## config.mk

```make
export PLATFORM = sky130hd
export DESIGN_NAME = adjls_ctrl
export DESIGN_NICKNAME = d
export VERILOG_FILES = /design/src/rtl/adjls_pkg.sv /design/src/rtl/adjls_ctrl.sv
export SDC_FILE = /design/constraint.sdc
export NUM_CORES = 1
export LEC_CHECK = 0
export BUFFER_PORTS_ARGS = -buffer_cell sky130_fd_sc_hd__buf_2
export CELL_PAD_IN_SITES_DETAIL_PLACEMENT = 2
export CELL_PAD_IN_SITES_GLOBAL_PLACEMENT = 2
export CORE_MARGIN = 10
export CORE_UTILIZATION = 35
export CTS_CLUSTER_DIAMETER = 40
export DETAILED_ROUTE_END_ITERATION = 10
export PLACE_DENSITY_LB_ADDON = 0.1
export SLEW_MARGIN = 20
export SYNTH_ARGS = -nofsm -noshare
export SYNTH_HDL_FRONTEND = slang
export SYNTH_SLANG_ARGS = --single-unit
```

## constraint.sdc

```tcl
create_clock -name i_clk -period 3.2 [get_ports i_clk]
set_input_delay 0.64 -clock i_clk [delete_from_list [all_inputs] [get_ports i_clk]]
set_output_delay 0.64 -clock i_clk [all_outputs]
set_load 0.03 [all_outputs]
```

## src/rtl/adjls_pkg.sv

```systemverilog
package adjls_pkg;

    // Vertex numbers are fixed at eight bits by the item format
    localparam int VTX_W = 8;

    // Operation codes
    localparam logic OP_ADD   = 1'b0;
    localparam logic OP_QUERY = 1'b1;

    // Status codes
    localparam logic STATUS_DONE = 1'b0;
    localparam logic STATUS_FULL = 1'b1;

    // Input beat
    typedef struct packed {
        logic             op;
        logic [VTX_W-1:0] vertex_a;
        logic [VTX_W-1:0] vertex_b;
    } t_in_item;

    // Result beat
    typedef struct packed {
        logic connected;
        logic status;
    } t_out_item;

endpackage

```

## src/rtl/adjls_ctrl.sv

```systemverilog
module adjls_ctrl
    import adjls_pkg::*;
#(
    parameter int MAX_VERTICES = 256,
    parameter int ROWS         = 256,
    parameter int DEG_W        = 9,
    parameter int NA_W         = 16
) (
    input  logic                    i_clk,
    input  logic                    i_rst_n,
    input  logic                    i_in_valid,
    input  t_in_item                i_in_item,
    output logic                    o_in_stall,
    input  logic                    i_out_free,
    output logic                    o_done,
    output t_out_item               o_result,
    output logic                    o_deg_we,
    output logic [$clog2(ROWS)-1:0] o_deg_waddr,
    output logic [DEG_W-1:0]        o_deg_wdata,
    output logic [$clog2(ROWS)-1:0] o_deg_raddr,
    input  logic [DEG_W-1:0]        i_deg_rdata,
    output logic                    o_nbr_we,
    output logic [NA_W-1:0]         o_nbr_waddr,
    output logic [VTX_W-1:0]        o_nbr_wdata,
    output logic [NA_W-1:0]         o_nbr_raddr,
    input  logic [VTX_W-1:0]        i_nbr_rdata
);

    localparam int ROW_W = $clog2(ROWS);
    localparam int IDX_W = $clog2(MAX_VERTICES);
    localparam logic [VTX_W:0] ROWS_X  = (VTX_W+1)'(ROWS);
    localparam logic [DEG_W:0] MAX_X   = (DEG_W+1)'(MAX_VERTICES);
    localparam logic [NA_W-1:0] STRIDE = NA_W'(MAX_VERTICES);

    typedef enum logic [7:0] {
        ST_IDLE = 8'b0000_0001,
        ST_RDA  = 8'b0000_0010,
        ST_RDB  = 8'b0000_0100,
        ST_DEC  = 8'b0000_1000,
        ST_WR1  = 8'b0001_0000,
        ST_WR2  = 8'b0010_0000,
        ST_SCAN = 8'b0100_0000,
        ST_DONE = 8'b1000_0000
    } t_state;

    t_state            r_state, n_state;
    logic              r_op;
    logic [VTX_W-1:0]  r_a, r_b;
    logic [DEG_W-1:0]  r_deg_a, n_deg_a;
    logic [DEG_W-1:0]  r_deg_b, n_deg_b;
    logic [VTX_W-1:0]  r_own, n_own;
    logic [VTX_W-1:0]  r_tgt, n_tgt;
    logic [DEG_W-1:0]  r_scan_n, n_scan_n;
    logic [DEG_W-1:0]  r_idx, n_idx;
    logic              r_pend, n_pend;
    logic              r_conn, n_conn;
    logic              r_status, n_status;

    logic              accept;
    logic              a_ok, b_ok, self_loop;
    logic [DEG_W:0]    deg_a_x, deg_b_x;
    logic              full;
    logic              own_is_b;
    logic [DEG_W-1:0]  deg_a_p1, deg_b_p1;
    logic              issue, hit;

    // Linear neighbour address of entry col in row
    function automatic logic [NA_W-1:0] nbr_addr(input logic [ROW_W-1:0] row,
                                                 input logic [IDX_W-1:0] col);
        nbr_addr = NA_W'(row) * STRIDE + NA_W'(col);
    endfunction

    assign accept     = i_in_valid && (r_state == ST_IDLE);
    assign o_in_stall = (r_state != ST_IDLE);

    // Range, self-loop and room checks on the latched item
    assign a_ok      = ({1'b0, r_a} < ROWS_X);
    assign b_ok      = ({1'b0, r_b} < ROWS_X);
    assign self_loop = (r_a == r_b);
    assign deg_a_x   = {1'b0, r_deg_a};
    assign deg_b_x   = {1'b0, i_deg_rdata};
    assign full      = self_loop ? ((deg_a_x + (DEG_W+1)'(2)) > MAX_X)
                                 : (((deg_a_x + (DEG_W+1)'(1)) > MAX_X) ||
                                    ((deg_b_x + (DEG_W+1)'(1)) > MAX_X));
    assign own_is_b  = (i_deg_rdata < r_deg_a);
    assign deg_a_p1  = r_deg_a + DEG_W'(1);
    assign deg_b_p1  = r_deg_b + DEG_W'(1);

    // Compare unit of the scan: one list entry a cycle
    assign issue = (r_idx < r_scan_n);
    assign hit   = r_pend && (i_nbr_rdata == r_tgt);

    // Degree port
    always_comb begin
        o_deg_raddr = (r_state == ST_RDB) ? r_b[ROW_W-1:0] : r_a[ROW_W-1:0];
        o_deg_we    = 1'b0;
        o_deg_waddr = r_a[ROW_W-1:0];
        o_deg_wdata = self_loop ? (r_deg_a + DEG_W'(2)) : deg_a_p1;
        if (r_state == ST_WR1) begin
            o_deg_we = 1'b1;
        end else if (r_state == ST_WR2) begin
            o_deg_we    = !self_loop;
            o_deg_waddr = r_b[ROW_W-1:0];
            o_deg_wdata = deg_b_p1;
        end
    end

    // Neighbour port
    always_comb begin
        o_nbr_raddr = nbr_addr(r_own[ROW_W-1:0], r_idx[IDX_W-1:0]);
        o_nbr_we    = (r_state == ST_WR1) || (r_state == ST_WR2);
        o_nbr_waddr = nbr_addr(r_a[ROW_W-1:0], r_deg_a[IDX_W-1:0]);
        o_nbr_wdata = self_loop ? r_a : r_b;
        if (r_state == ST_WR2) begin
            o_nbr_wdata = r_a;
            o_nbr_waddr = self_loop ? nbr_addr(r_a[ROW_W-1:0], deg_a_p1[IDX_W-1:0])
                                    : nbr_addr(r_b[ROW_W-1:0], r_deg_b[IDX_W-1:0]);
        end
    end

    // Sequencer
    always_comb begin
        n_state  = r_state;
        n_deg_a  = r_deg_a;
        n_deg_b  = r_deg_b;
        n_own    = r_own;
        n_tgt    = r_tgt;
        n_scan_n = r_scan_n;
        n_idx    = r_idx;
        n_pend   = r_pend;
        n_conn   = r_conn;
        n_status = r_status;
        unique case (r_state)
            ST_IDLE: begin
                if (i_in_valid) begin
                    n_state  = ST_RDA;
                    n_conn   = 1'b0;
                    n_status = STATUS_DONE;
                end
            end
            ST_RDA: begin
                n_state = ST_RDB;
            end
            ST_RDB: begin
                n_deg_a = i_deg_rdata;
                n_state = ST_DEC;
            end
            ST_DEC: begin
                n_deg_b = i_deg_rdata;
                if (r_op == OP_ADD) begin
                    if (!a_ok || !b_ok || full) begin
                        n_status = STATUS_FULL;
                        n_state  = ST_DONE;
                    end else begin
                        n_state = ST_WR1;
                    end
                end else if (self_loop) begin
                    n_conn  = 1'b1;
                    n_state = ST_DONE;
                end else if (!a_ok || !b_ok) begin
                    n_state = ST_DONE;
                end else begin
                    n_own    = own_is_b ? r_b : r_a;
                    n_tgt    = own_is_b ? r_a : r_b;
                    n_scan_n = own_is_b ? i_deg_rdata : r_deg_a;
                    n_idx    = '0;
                    n_pend   = 1'b0;
                    n_state  = ST_SCAN;
                end
            end
            ST_WR1: begin
                n_state = ST_WR2;
            end
            ST_WR2: begin
                n_state = ST_DONE;
            end
            ST_SCAN: begin
                n_pend = issue;
                if (hit) begin
                    n_conn  = 1'b1;
                    n_state = ST_DONE;
                end else if (!issue && !r_pend) begin
                    n_state = ST_DONE;
                end else if (issue) begin
                    n_idx = r_idx + DEG_W'(1);
                end
            end
            ST_DONE: begin
                if (i_out_free) begin
                    n_state = ST_IDLE;
                end
            end
            default: begin
                n_state = ST_IDLE;
            end
        endcase
    end

    // Control state
    always_ff @(posedge i_clk) begin
        if (!i_rst_n) begin
            r_state <= ST_IDLE;
            r_pend  <= 1'b0;
        end else begin
            r_state <= n_state;
            r_pend  <= n_pend;
        end
    end

    // Working registers
    always_ff @(posedge i_clk) begin
        if (accept) begin
            r_op <= i_in_item.op;
            r_a  <= i_in_item.vertex_a;
            r_b  <= i_in_item.vertex_b;
        end
        r_deg_a  <= n_deg_a;
        r_deg_b  <= n_deg_b;
        r_own    <= n_own;
        r_tgt    <= n_tgt;
        r_scan_n <= n_scan_n;
        r_idx    <= n_idx;
        r_conn   <= n_conn;
        r_status <= n_status;
    end

    assign o_done             = (r_state == ST_DONE) && i_out_free;
    assign o_result.connected = r_conn;
    assign o_result.status    = r_status;

`ifndef SYNTHESIS
    a_add_no_conn: assert property (@(posedge i_clk) disable iff (!i_rst_n)
        o_done && (r_op == OP_ADD) |-> !o_result.connected)
        else $error("add produced a connected result");
    a_query_no_full: assert property (@(posedge i_clk) disable iff (!i_rst_n)
        o_done && (r_op == OP_QUERY) |-> (o_result.status == STATUS_DONE))
        else $error("query produced a full status");
    a_scan_bound: assert property (@(posedge i_clk) disable iff (!i_rst_n)
        (r_state == ST_SCAN) |-> (r_idx <= r_scan_n))
        else $error("scan index ran past list length");
    a_deg_bound: assert property (@(posedge i_clk) disable iff (!i_rst_n)
        o_deg_we |-> ({1'b0, o_deg_wdata} <= MAX_X))
        else $error("degree written above list capacity");
    a_accept_seq: assert property (@(posedge i_clk) disable iff (!i_rst_n)
        accept |=> (r_state == ST_RDA))
        else $error("accepted beat did not start degree read");
`endif

endmodule

```

==> results.yml <==
routing:
  via_per_inst: 5.17
  num_vias: 3974
  avgRoutedWirePerCell_um: 21.6
  first_pass_iters: 4
  ant_nets: 0
  drtIter0Drc: 139
  drcViolationCount: 0
  drt-total-wl_um: 16600
worst_setup_path:
  ff2ff_setup_slack_ns: 0.51
  rr_startpoint: "r_deg_a[1]"
  path_max_fanout: 16
  crit_arrival_ns: 2.52
  end_kind: "primary output"
  critical_path_required_ns: 2.56
  r2r_cells: 9
  critPathKind: "reg2out"
  crit_path_start_kind: "register"
  timing.rr.end: "r_tgt[7]"
global_routing:
  antenna_found_initial: 1
  grt_pass1_vias: 4455
  gr-total-overflow: 0
  grt_pass1_wl_um: 25300
  track_usage_pct: 16.1
  grt_start_max_net_pins: 30
floorplan:
  coreArea_sq_mm: 0.0140
  initial_core_util_pct: 35.9
  fp.dieW_um: 140
  die-area_sq_mm: 0.0196
  ioPinCount: 109
  row_count: 43
  dieHeight_um: 140
synthesis:
  ys_types: 56
  avgSynthCellArea_sq_um: 10.9
  synth_warnings: 0
  synthFlopType: "edfxtp_1"
  postSynth.asyncResetShare_pct: 0
  synth_cells: 460
  syn-cell-area_sq_mm: 0.00503
  synth-seq-cells: 80
  synth-edff-count: 71
  synthesis.nets: 519
  ys_seq_area_share_pct: 46.0
final_layout:
  syn2layout_area_growth_pct: 25.6
  fin_nets: 642
  final_cell_mix: "buf_2, edfxtp_1, mux2_2, nor2_1, buf_4"
  drive_gt1_share_pct: 38.6
  final_core_util_pct: 45.1
  final_common_cell: "buf_2"
timing:
  min_period_ns: 3.16
  tightest_slew_ns: 0.557
  fmax_mhz: 317
  slew_headroom_pct: 62.8
  period_share_pct: 98.7
  tns_ns: 0
  hold_viol: 0
  setup_violations: 0
  rsz0062_at_grt: "true"
  finClkSkew_ns: 0.00643
  hold_ws_ns: 0.463
  setup_slack_ns: 0.0431
  drv_slew: 0
clock_tree:
  clk-insertion-delay-late_ns: 0.35
  clkSlewWorstSetupHoldPaths_ns: 0.07
  cts_hold_buf: 0
  tritoncts_num_sinks: 80
  cts_tree: "yes"
  root_buffer: "clkbuf_16"
  cts_buffers: 9
  ctsHtreeMaxLevel: 3
  cts.path.max_buffers: 2
hold_path:
  min_from: "i_in_item[2]"
  hold_path_end: "r_b[2]"
  worstHoldPathCells: 1
  hold_class: "in2reg"
outcome:
  outcome: "finished clean"
power_and_ir_drop:
  p_leak_nw: 2.48
  power.density_mw_per_mm2: 465
  finalPower_mw: 2.93
  peakVddDrop_uv: 295
placed_design:
  numPortBuffers: 108
  place.gp.congestion: 0.763
  preCtsSetupSlack_ns: 0.196
  dp_hpwl_um: 12000
job:
  cap_violations: 0
## area by class of cell
class,instances,area [sq um]
Antenna cell,1,2.50
Clock inverter,6,91.3
Inverter,27,101
Multi-Input combinational cell,324,2500
Sequential cell,80,2310
Timing Repair Buffer,141,851
Fill cell,1457,7680
Tap cell,180,225
Clock buffer,10,229
## metal layers
layer	up-vias	wire [um]	GRT usage, %
met5	-	0	0
met4	0	141	4.57
met3	8	878	4.90
met2	89	8300	27.5
met1	1972	7270	19.1
li1	1905	-	-
## how the worst max path moves through the flow
stage                      start         endpoint  slack [ns]  cells after the start
after floorplan           r_b[1]   o_deg_wdata[2]        0.41                      7
after global placement    r_b[7]   o_deg_wdata[4]        0.33                      8
after detailed placement  r_b[7]   o_deg_wdata[4]        0.20                      8
after CTS                 r_b[2]   o_deg_wdata[7]        0.01                      9
after global routing      r_b[7]  o_nbr_waddr[12]       -0.04                      8
final                     r_b[4]  o_nbr_waddr[12]        0.04                      8
## state kept, by name, summed over array words and instances, names as in the netlist
register	count
r_a	8
r_own	8
r_scan_n	9
r_status	1
r_conn	1
r_deg_a	9
r_b	8
r_state	8
r_pend	1
r_deg_b	9
r_op	1
r_tgt	8
r_idx	9
## cell families (layout without fill, tap and decap cells)
group                    count (synthesis)  after routing  share of synthesized area, %
other                                    0              1                             0
adder cells (fa/ha/maj)                 21             21                          5.23
XOR/XNOR                                43             43                          7.49
AO/OA/AOI/OAI                           76             76                          9.33
AND/OR/NAND/NOR                        126            126                          13.2
multiplexers                            58             58                          13.0
buffers and inverters                   56            184                          5.75
flip-flops                              80             80                          46.0
## worst max-delay path, stage by stage (launching register included)
cell,delay (ns)
edfxtp_1,0.49
xor2_2,0.24
nor4_4,0.32
and2_4,0.26
buf_12,0.16
nor2_8,0.04
buf_12,0.15
mux2_1,0.32
buf_2,0.18
## stage by stage
stage	cells	cell area, sq um
after CTS	752	6120
after floorplan	460	5030
after global placement	732	5720
final	769	6310
after detailed placement	732	5720
after global routing	768	6310
## power by group
part | internal, mW | switching [mW] | leakage [nW]
combinational | 0.218 | 0.333 | 1.62
clock | 0.689 | 0.454 | 0.157
sequential | 1.19 | 0.0492 | 0.703
## synth_stat cells, types with 5 or more instances
| cell type | number | area share (%) |
|---|---|---|
| edfxtp_1 | 71 | 42 |
| mux2_2 | 52 | 12 |
| nor2_1 | 37 | 2.8 |
| nand2_1 | 29 | 2.2 |
| inv_1 | 26 | 1.9 |
| xnor2_1 | 24 | 4.2 |
| a21oi_1 | 23 | 2.3 |
| ha_1 | 21 | 5.2 |
| xor2_1 | 19 | 3.3 |
| o21ai_0 | 18 | 1.8 |
| buf_4 | 15 | 2.2 |
| nand3_1 | 14 | 1.4 |
| dfxtp_1 | 9 | 3.6 |
| nand4_1 | 7 | 0.87 |
| nor3_1 | 7 | 0.70 |
| and2_1 | 6 | 0.75 |
| buf_2 | 6 | 0.60 |
| clkbuf_1 | 6 | 0.45 |
| o21ai_1 | 6 | 0.60 |
| mux2_1 | 5 | 1.1 |
| nand2b_1 | 5 | 0.62 |
## timing repair
| action | CTS | global route |
|---|---|---|
| setup endpoints to repair | 37 | 46 |
| pin swaps | 3 | 7 |
| resized for setup | 13 | 15 |
| buffers inserted | 4 | 16 |
| hold endpoints to repair | 0 | 0 |
(Power assumes the default switching activity.)
